### src/rtl/core/cda_pkg.sv
// Package for the calendar date arithmetic unit: payload structs, codes,
// month tables and small date helpers. No dependencies.
package cda_pkg;

    localparam int unsigned MaxSerial = 3652058;

    // register stages from input transfer to the output register
    localparam int PipeDepth = 8;

    typedef enum logic [2:0] {
        CMD_ADD  = 3'd0,
        CMD_SUB  = 3'd1,
        CMD_DIFF = 3'd2,
        CMD_NEXT = 3'd3,
        CMD_PREV = 3'd4
    } cmd_t;

    typedef enum logic [1:0] {
        ST_OK    = 2'd0,
        ST_BAD   = 2'd1,
        ST_RANGE = 2'd2
    } status_t;

    typedef struct packed {
        logic [2:0]  command;
        logic [13:0] year;
        logic [3:0]  month;
        logic [4:0]  day;
        logic [15:0] day_count;
        logic [13:0] other_year;
        logic [3:0]  other_month;
        logic [4:0]  other_day;
    } in_item_t;

    typedef struct packed {
        logic [13:0] result_year;
        logic [3:0]  result_month;
        logic [4:0]  result_day;
        logic [21:0] day_difference;
        logic [1:0]  status;
    } out_item_t;

    // v / 100 by reciprocal multiply; exact for every 14-bit v, the result
    // wraps above 12799, which only out-of-range years reach
    function automatic logic [6:0] div100(input logic [13:0] v);
        logic [26:0] prod;
        prod = 27'(v) * 27'd5243;
        return 7'(prod >> 19);
    endfunction

    // leap flag from a year split into century and low part (y = c*100 + r)
    function automatic logic leap_cr(input logic [6:0] c, input logic [6:0] r);
        if (r == 7'd0) return (c[1:0] == 2'b00);
        return (r[1:0] == 2'b00);
    endfunction

    function automatic logic [4:0] month_len(input logic lp, input logic [3:0] m);
        case (m)
            4'd1, 4'd3, 4'd5, 4'd7, 4'd8, 4'd10, 4'd12: return 5'd31;
            4'd4, 4'd6, 4'd9, 4'd11: return 5'd30;
            4'd2: return lp ? 5'd29 : 5'd28;
            default: return 5'd0;
        endcase
    endfunction

    // days before the first of month m
    function automatic logic [8:0] month_start(input logic lp, input logic [3:0] m);
        logic [8:0] v;
        case (m)
            4'd1: v = 9'd0;    4'd2: v = 9'd31;   4'd3: v = 9'd59;
            4'd4: v = 9'd90;   4'd5: v = 9'd120;  4'd6: v = 9'd151;
            4'd7: v = 9'd181;  4'd8: v = 9'd212;  4'd9: v = 9'd243;
            4'd10: v = 9'd273; 4'd11: v = 9'd304; 4'd12: v = 9'd334;
            default: v = 9'd0;
        endcase
        if (lp && m > 4'd2) v = v + 9'd1;
        return v;
    endfunction

endpackage

### src/rtl/core/cda_to_serial.sv
// Date to day serial pipeline (three register stages) with validity check.
// Depends on cda_pkg.
module cda_to_serial (
    input  logic        aclk,
    input  logic        en,
    input  logic [13:0] year,
    input  logic [3:0]  month,
    input  logic [4:0]  day,
    output logic        ok,
    output logic [21:0] serial
);

    // stage 1: split year-1 into century and remainder, day of year, check date
    logic [6:0]  c1_reg, r1_reg;
    logic [8:0]  doy1_reg;
    logic        ok1_reg;
    logic [13:0] p;
    logic [6:0]  cy, ry, pc, pr;
    logic        lp;

    always_comb begin
        p  = year - 14'd1;
        cy = cda_pkg::div100(year);
        ry = 7'(year - 14'(cy) * 14'd100);
        pc = cda_pkg::div100(p);
        pr = 7'(p - 14'(pc) * 14'd100);
        lp = cda_pkg::leap_cr(cy, ry);
    end

    always_ff @(posedge aclk) begin
        if (en) begin
            c1_reg   <= pc;
            r1_reg   <= pr;
            doy1_reg <= cda_pkg::month_start(lp, month) + 9'(day) - 9'd1;
            ok1_reg  <= year >= 14'd1 && year <= 14'd9999 && month >= 4'd1
                        && month <= 4'd12 && day >= 5'd1
                        && day <= cda_pkg::month_len(lp, month);
        end
    end

    // stage 2: days in whole centuries and whole years of the current one
    logic [21:0] cd2_reg;
    logic [15:0] yd2_reg;
    logic [8:0]  doy2_reg;
    logic        ok2_reg;

    always_ff @(posedge aclk) begin
        if (en) begin
            cd2_reg  <= 22'(c1_reg) * 22'd36524 + 22'(c1_reg[6:2]);
            yd2_reg  <= 16'(r1_reg) * 16'd365 + 16'(r1_reg[6:2]);
            doy2_reg <= doy1_reg;
            ok2_reg  <= ok1_reg;
        end
    end

    // stage 3: sum
    logic [21:0] s3_reg;
    logic        ok3_reg;

    always_ff @(posedge aclk) begin
        if (en) begin
            s3_reg  <= cd2_reg + 22'(yd2_reg) + 22'(doy2_reg);
            ok3_reg <= ok2_reg;
        end
    end

    assign ok     = ok3_reg;
    assign serial = s3_reg;

endmodule

### src/rtl/core/cda_from_serial.sv
// Day serial to date pipeline (three register stages).
// Depends on cda_pkg.
module cda_from_serial (
    input  logic        aclk,
    input  logic        en,
    input  logic [21:0] serial,
    output logic [13:0] year,
    output logic [3:0]  month,
    output logic [4:0]  day
);

    // stage 1: 400-year cycles via reciprocal, then correction
    logic [4:0]  q400_1_reg;
    logic [17:0] r400_1_reg;
    logic [4:0]  qe;
    logic [22:0] re;

    always_comb begin
        qe = 5'((44'(serial) * 44'd117592) >> 34);
        re = 23'(serial) - 23'(qe) * 23'd146097;
        if (re >= 23'd146097) begin
            qe = qe + 5'd1;
            re = re - 23'd146097;
        end
    end

    always_ff @(posedge aclk) begin
        if (en) begin
            q400_1_reg <= qe;
            r400_1_reg <= 18'(re);
        end
    end

    // stage 2: centuries, then 4-year blocks, then years
    logic [13:0] yb2_reg;
    logic [8:0]  doy2_reg;
    logic [1:0]  q100;
    logic [17:0] r1;
    logic [5:0]  q4;
    logic [11:0] r2;
    logic [1:0]  q1;
    logic [10:0] r3;

    always_comb begin
        if (r400_1_reg >= 18'd109572)     q100 = 2'd3;
        else if (r400_1_reg >= 18'd73048) q100 = 2'd2;
        else if (r400_1_reg >= 18'd36524) q100 = 2'd1;
        else                              q100 = 2'd0;
        r1 = r400_1_reg - 18'(q100) * 18'd36524;
        // reciprocal estimate is low by at most one
        q4 = 6'((22'(r1) * 22'd44) >> 16);
        r2 = 12'(r1 - 18'(q4) * 18'd1461);
        if (r2 >= 12'd1461) begin
            q4 = q4 + 6'd1;
            r2 = r2 - 12'd1461;
        end
        if (r2 >= 12'd1095)     q1 = 2'd3;
        else if (r2 >= 12'd730) q1 = 2'd2;
        else if (r2 >= 12'd365) q1 = 2'd1;
        else                    q1 = 2'd0;
        r3 = 11'(r2 - 12'(q1) * 12'd365);
    end

    always_ff @(posedge aclk) begin
        if (en) begin
            yb2_reg  <= 14'(q400_1_reg) * 14'd400 + 14'(q100) * 14'd100
                        + 14'(q4) * 14'd4 + 14'(q1) + 14'd1;
            doy2_reg <= 9'(r3);
        end
    end

    // stage 3: month lookup
    logic [13:0] y3_reg;
    logic [3:0]  m3_reg;
    logic [4:0]  d3_reg;
    logic [6:0]  cy, ry;
    logic        lp;
    logic [3:0]  mo;

    always_comb begin
        cy = cda_pkg::div100(yb2_reg);
        ry = 7'(yb2_reg - 14'(cy) * 14'd100);
        lp = cda_pkg::leap_cr(cy, ry);
        mo = 4'd1;
        for (int i = 2; i <= 12; i++) begin
            if (doy2_reg >= cda_pkg::month_start(lp, 4'(i))) mo = 4'(i);
        end
    end

    always_ff @(posedge aclk) begin
        if (en) begin
            y3_reg <= yb2_reg;
            m3_reg <= mo;
            d3_reg <= 5'(doy2_reg - cda_pkg::month_start(lp, mo) + 9'd1);
        end
    end

    assign year  = y3_reg;
    assign month = m3_reg;
    assign day   = d3_reg;

endmodule

### src/rtl/core/calendar_date_arithmetic_unit.sv
// One item per cycle sustained while m_ready stays high.
// Stages: 3 date-to-serial, 1 add/subtract/compare, 3 serial-to-date, 1 output.
// The pipeline advances whenever its last stage is empty or being taken.
// Reset (aresetn, synchronous, active low) clears all valid bits only.
// Depends on cda_pkg, cda_to_serial and cda_from_serial.
module calendar_date_arithmetic_unit (
    input  logic                aclk,
    input  logic                aresetn,
    input  logic                s_valid,
    output logic                s_ready,
    input  cda_pkg::in_item_t   s_data,
    output logic                m_valid,
    input  logic                m_ready,
    output cda_pkg::out_item_t  m_data
);

    logic                          adv;
    logic [cda_pkg::PipeDepth-1:0] vld_reg;

    assign adv     = !vld_reg[cda_pkg::PipeDepth-1] || m_ready;
    assign s_ready = adv;
    assign m_valid = vld_reg[cda_pkg::PipeDepth-1];

    always_ff @(posedge aclk) begin
        if (!aresetn) begin
            vld_reg <= '0;
        end else if (adv) begin
            vld_reg <= {vld_reg[cda_pkg::PipeDepth-2:0], s_valid};
        end
    end

    // side data through the conversion stages
    logic [2:0]  cmd_reg [3];
    logic [15:0] cnt_reg [3];

    always_ff @(posedge aclk) begin
        if (adv) begin
            cmd_reg[0] <= s_data.command;
            cnt_reg[0] <= s_data.day_count;
            for (int i = 1; i < 3; i++) begin
                cmd_reg[i] <= cmd_reg[i-1];
                cnt_reg[i] <= cnt_reg[i-1];
            end
        end
    end

    logic        ok_a, ok_b;
    logic [21:0] ser_a, ser_b;

    cda_to_serial u_ser_a (
        .aclk(aclk), .en(adv), .year(s_data.year), .month(s_data.month),
        .day(s_data.day), .ok(ok_a), .serial(ser_a)
    );

    cda_to_serial u_ser_b (
        .aclk(aclk), .en(adv), .year(s_data.other_year),
        .month(s_data.other_month), .day(s_data.other_day),
        .ok(ok_b), .serial(ser_b)
    );

    // arithmetic stage
    logic [21:0] sr_reg, diff_reg;
    logic [1:0]  st_reg;
    logic        date_reg;
    logic [21:0] sr_n, diff_n;
    logic [1:0]  st_n;
    logic        date_n;
    logic [22:0] sum;

    always_comb begin
        sr_n   = ser_a;
        diff_n = '0;
        st_n   = cda_pkg::ST_OK;
        date_n = 1'b0;
        sum    = '0;
        if (!ok_a) begin
            st_n = cda_pkg::ST_BAD;
        end else begin
            unique case (cmd_reg[2]) inside
                cda_pkg::CMD_ADD, cda_pkg::CMD_NEXT: begin
                    sum = 23'(ser_a) + ((cmd_reg[2] == cda_pkg::CMD_ADD)
                          ? 23'(cnt_reg[2]) : 23'd1);
                    if (sum > 23'(cda_pkg::MaxSerial)) st_n = cda_pkg::ST_RANGE;
                    else begin
                        sr_n = 22'(sum); date_n = 1'b1;
                    end
                end
                cda_pkg::CMD_SUB, cda_pkg::CMD_PREV: begin
                    sum = 23'(ser_a) - ((cmd_reg[2] == cda_pkg::CMD_SUB)
                          ? 23'(cnt_reg[2]) : 23'd1);
                    if (sum[22]) st_n = cda_pkg::ST_RANGE;
                    else begin
                        sr_n = 22'(sum); date_n = 1'b1;
                    end
                end
                cda_pkg::CMD_DIFF: begin
                    if (!ok_b) st_n = cda_pkg::ST_BAD;
                    else diff_n = (ser_a > ser_b) ? ser_a - ser_b : ser_b - ser_a;
                end
                default: st_n = cda_pkg::ST_BAD;
            endcase
        end
    end

    always_ff @(posedge aclk) begin
        if (adv) begin
            sr_reg   <= sr_n;
            diff_reg <= diff_n;
            st_reg   <= st_n;
            date_reg <= date_n;
        end
    end

    logic [13:0] fy;
    logic [3:0]  fm;
    logic [4:0]  fd;

    cda_from_serial u_date (
        .aclk(aclk), .en(adv), .serial(sr_reg), .year(fy), .month(fm), .day(fd)
    );

    logic [21:0] diff_d_reg [3];
    logic [1:0]  st_d_reg [3];
    logic        date_d_reg [3];

    always_ff @(posedge aclk) begin
        if (adv) begin
            diff_d_reg[0] <= diff_reg;
            st_d_reg[0]   <= st_reg;
            date_d_reg[0] <= date_reg;
            for (int i = 1; i < 3; i++) begin
                diff_d_reg[i] <= diff_d_reg[i-1];
                st_d_reg[i]   <= st_d_reg[i-1];
                date_d_reg[i] <= date_d_reg[i-1];
            end
        end
    end

    cda_pkg::out_item_t out_reg;

    always_ff @(posedge aclk) begin
        if (adv) begin
            out_reg.result_year    <= date_d_reg[2] ? fy : '0;
            out_reg.result_month   <= date_d_reg[2] ? fm : '0;
            out_reg.result_day     <= date_d_reg[2] ? fd : '0;
            out_reg.day_difference <= diff_d_reg[2];
            out_reg.status         <= st_d_reg[2];
        end
    end

    assign m_data = out_reg;

endmodule

### config.mk
export PLATFORM = sky130hd
export DESIGN_NAME = calendar_date_arithmetic_unit
export DESIGN_NICKNAME = d
export VERILOG_FILES = /design/src/rtl/core/cda_pkg.sv /design/src/rtl/core/cda_to_serial.sv /design/src/rtl/core/cda_from_serial.sv /design/src/rtl/core/calendar_date_arithmetic_unit.sv
export SDC_FILE = /design/constraint.sdc
export NUM_CORES = 2
export LEC_CHECK = 0
export BUFFER_PORTS_ARGS = -buffer_cell sky130_fd_sc_hd__buf_2
export CORE_MARGIN = 8
export CORE_UTILIZATION = 50
export DETAILED_ROUTE_END_ITERATION = 10
export PLACE_DENSITY_LB_ADDON = 0.1
export SLEW_MARGIN = 20
export SYNTH_ARGS = -nofsm -noshare
export SYNTH_HDL_FRONTEND = slang
export SYNTH_SLANG_ARGS = --single-unit
### constraint.sdc
create_clock -name aclk -period 15.1 [get_ports aclk]
set_input_delay 0.755 -clock aclk [delete_from_list [all_inputs] [get_ports aclk]]
set_output_delay 0.755 -clock aclk [all_outputs]
set_load 0.05 [all_outputs]
==> results.md <==
* Status: finished clean
* Max Cap Viol at 0
* Placed insts at 7782
* CTS tree: yes
* Mean Syn Cell Area at 10.4 um^2
* Clock tree sinks at 493
* Drt drc at 0
* Hold depth at 1
* Vias in the first global route at 43450
* Global-route wire length before repair at 220000 um
* CTS Buf Count at 55
* Fmax at 70.7 MHz
* Minimum clock period at 14.14 ns
* Fillers at 11075
* Hold Vio Cnt, Final at 0
* Number of enable flip-flop cells after synthesis at 485
* Initial antenna violation count at 1
* R2R Path Start: u_date.r400_1_reg[5]$_DFFE_PP_
* Arr. time, crit path at 14.54 ns
* Critical path type: register to register
* Predominant post-synthesis flop cell: edfxtp_1
* Finish-stage setup viols at 0
* Worst clock skew at 0.0346 ns
* Core box area at 124000 um^2
* Largest net degree at the start of global routing at 132
* Synthesized cell area at 62500 um^2
* CTS root buffer: clkbuf_16
* Fraction of layout instances using a drive strength above 1 at 5.75%
* Hold-fix buffers, CTS at 0
* Final setup margin at 0.963 ns
* Crit Path Max Fanout at 7
* Clock Latency Late Sink at 0.65 ns
* Gr ovfl total at 0
* Die ar. at 136000 um^2
* Rows at 129
* CTS Buffer Depth at 3
* WHS Endpoint: cnt_reg[0][12]$_DFFE_PP_
* Crit. End Element: register
* Final Cycle Share at 93.6%
* Slowest cell on the critical path: o311ai_0
* GR Util All Layers at 19.5%
* H-tree levels at 2
* WP data required at 15.50 ns
* CTS clk-pin slew, worst paths at 0.06 ns
* Post-Synthesis Cells at 6018
* Fin cells at 7896
* Crit start category: register
* ANT nets after route at 0
* Nets at 8125
* Average wire per cell in the routed design at 16.5 um
* HP Class: input port to register
* Ant. Diodes at 0
* Die H at 369 um
* R2R Path End: u_date.doy2_reg[8]$_DFFE_PP_
* Worst path max stage delay at 0.57 ns
* Syn nets at 7926
* HPWL Detailed at 109000 um
* Router iterations before antenna repair at 5
* Port Buf Inserts at 117
* Max FFs per register at 66
* Dpl ws at 0.279 ns
* R2R cell count at 71
* Max Transition Viols Final at 0
* Hold path start: s_data[35]
* Chip width at 369 um
* Area grow syn2layout at 7.93%
* Starting Density at 50.5%
* Flop2flop setup slack at 0.96 ns
* RD Place Congestion at 0.891
* Yosys warnings at 0
* I/O Pins at 118
* Synth unique cells at 99
* Drt initial violations at 1914
* Most Frequent Cell on Critical Path: ha_1
* Register bit total from synthesis at 493
* DR vias/cell at 5.23
* Vias at 41293
* Worst-Margin Slew at 1.02 ns
* FFs w/ async S/R, synth at 0%
* Sequential cell area fraction in the yosys report at 23.6%
* Routed wire length at 130000 um
* Rel. slew slack at 31.3%
layer usage:
metal	GRT usage (%)	up-vias	wire, um
li1	-	20777	-
met1	25.7	19869	59500
met2	35.1	513	64800
met3	1.77	134	3450
met4	3.81	0	2650
met5	0	-	0
logic make-up after synthesis:
group | synth area share, %
compound gates | 10.2
simple gates | 7.90
fa+ha+maj | 44.1
xor+xnor | 5.60
flops | 23.6
buf+inv | 7.91
mux | 0.689
layout by cell type, fill, tap and decap left out, types with 15 or more instances in the layout:
cell type / n
xor2_1: 108
buf_4: 80
o21ai_0: 162
and2_1: 65
a211oi_1: 25
buf_2: 117
o21bai_1: 64
ha_1: 1236
inv_1: 1255
clkinv_1: 15
nand4_1: 38
nand2b_1: 44
edfxtp_1: 485
nand3_1: 74
nor2_1: 225
xnor2_1: 277
nand2_1: 224
mux2i_1: 34
nor3_1: 88
a31oi_1: 27
clkbuf_16: 56
and3_1: 36
a21o_1: 115
a22oi_1: 17
a21boi_0: 34
a21oi_1: 253
fa_1: 603
o21a_1: 44
nor2b_1: 57
or3_1: 22
per-stage QoR:
step / hold slack (ns) / utilization (%) / cell area [um^2] / TNS, ns
floorplan: 0.400 / - / 62500 / 0
global placement: 0.400 / 52.8 / 65400 / 0
detailed placement: 0.405 / 52.8 / 65400 / 0
CTS: 0.231 / 54.3 / 67200 / 0
global route: 0.238 / 54.5 / 67400 / -0.125
finish: 0.282 / 54.5 / 67400 / 0
timing repair:
action                                  4_1_cts  5_1_grt
buffers inserted                              0       15
endpoints found under the setup margin        0       12
resized for setup                             0       33
area by class of cell:
cell class	instances	area, um^2	share of cell area, %
clock inverter	35	365	0.542
sequential	493	14700	21.8
clock buffer	64	1430	2.12
inverter	1258	4730	7.02
multi-input combinational	4212	42900	63.7
tap	1637	2050	3.04
timing repair buffer	197	1190	1.76
cell usage after synthesis, types with 38 or more instances:
cell | number | area (um^2)
nand4_1 | 38 | 238
o21bai_1 | 64 | 480
and2_1 | 66 | 413
ha_1 | 1236 | 15500
clkbuf_1 | 47 | 176
xor2_1 | 108 | 946
nand2b_1 | 44 | 275
nand2_1 | 224 | 841
o21a_1 | 44 | 330
a21oi_1 | 261 | 1310
xnor2_1 | 281 | 2460
o21ai_0 | 166 | 831
nand3_1 | 74 | 370
nor2_1 | 226 | 848
nor2b_1 | 57 | 357
a21o_1 | 115 | 863
inv_1 | 1255 | 4710
fa_1 | 603 | 12100
nor3_1 | 90 | 450
edfxtp_1 | 485 | 14600
critical path, delay by kind of cell (launching register included):
family | cells | cell delay (ns)
AOI/OAI and AO/OA | 31 | 5.58
xor gates and xnor gates | 4 | 0.58
adders and majority gates | 12 | 4.49
buffers and inverters | 10 | 1.03
DFF | 1 | 0.45
muxes | 1 | 0.13
and+or+nand+nor | 13 | 1.65
how the worst max path moves through the flow:
stage | start | endpoint | slack, ns | cells past startpoint
3_5_place_dp | u_date.r400_1_reg[4]$_DFFE_PP_ | u_date.doy2_reg[8]$_DFFE_PP_ | 0.28 | 69
3_3_place_gp | u_date.r400_1_reg[4]$_DFFE_PP_ | u_date.doy2_reg[8]$_DFFE_PP_ | 0.43 | 69
4_1_cts | u_date.r400_1_reg[4]$_DFFE_PP_ | u_date.doy2_reg[8]$_DFFE_PP_ | 0.19 | 69
5_1_grt | u_date.r400_1_reg[5]$_DFFE_PP_ | u_date.doy2_reg[8]$_DFFE_PP_ | -0.12 | 72
2_1_floorplan | u_date.r400_1_reg[4]$_DFFE_PP_ | u_date.doy2_reg[8]$_DFFE_PP_ | 0.66 | 69
6_report | u_date.r400_1_reg[5]$_DFFE_PP_ | u_date.doy2_reg[8]$_DFFE_PP_ | 0.96 | 71
Power is left out: the tool's default activity adds up to more than one toggle a clock period on the data nets, which glitch-free logic cannot reach.
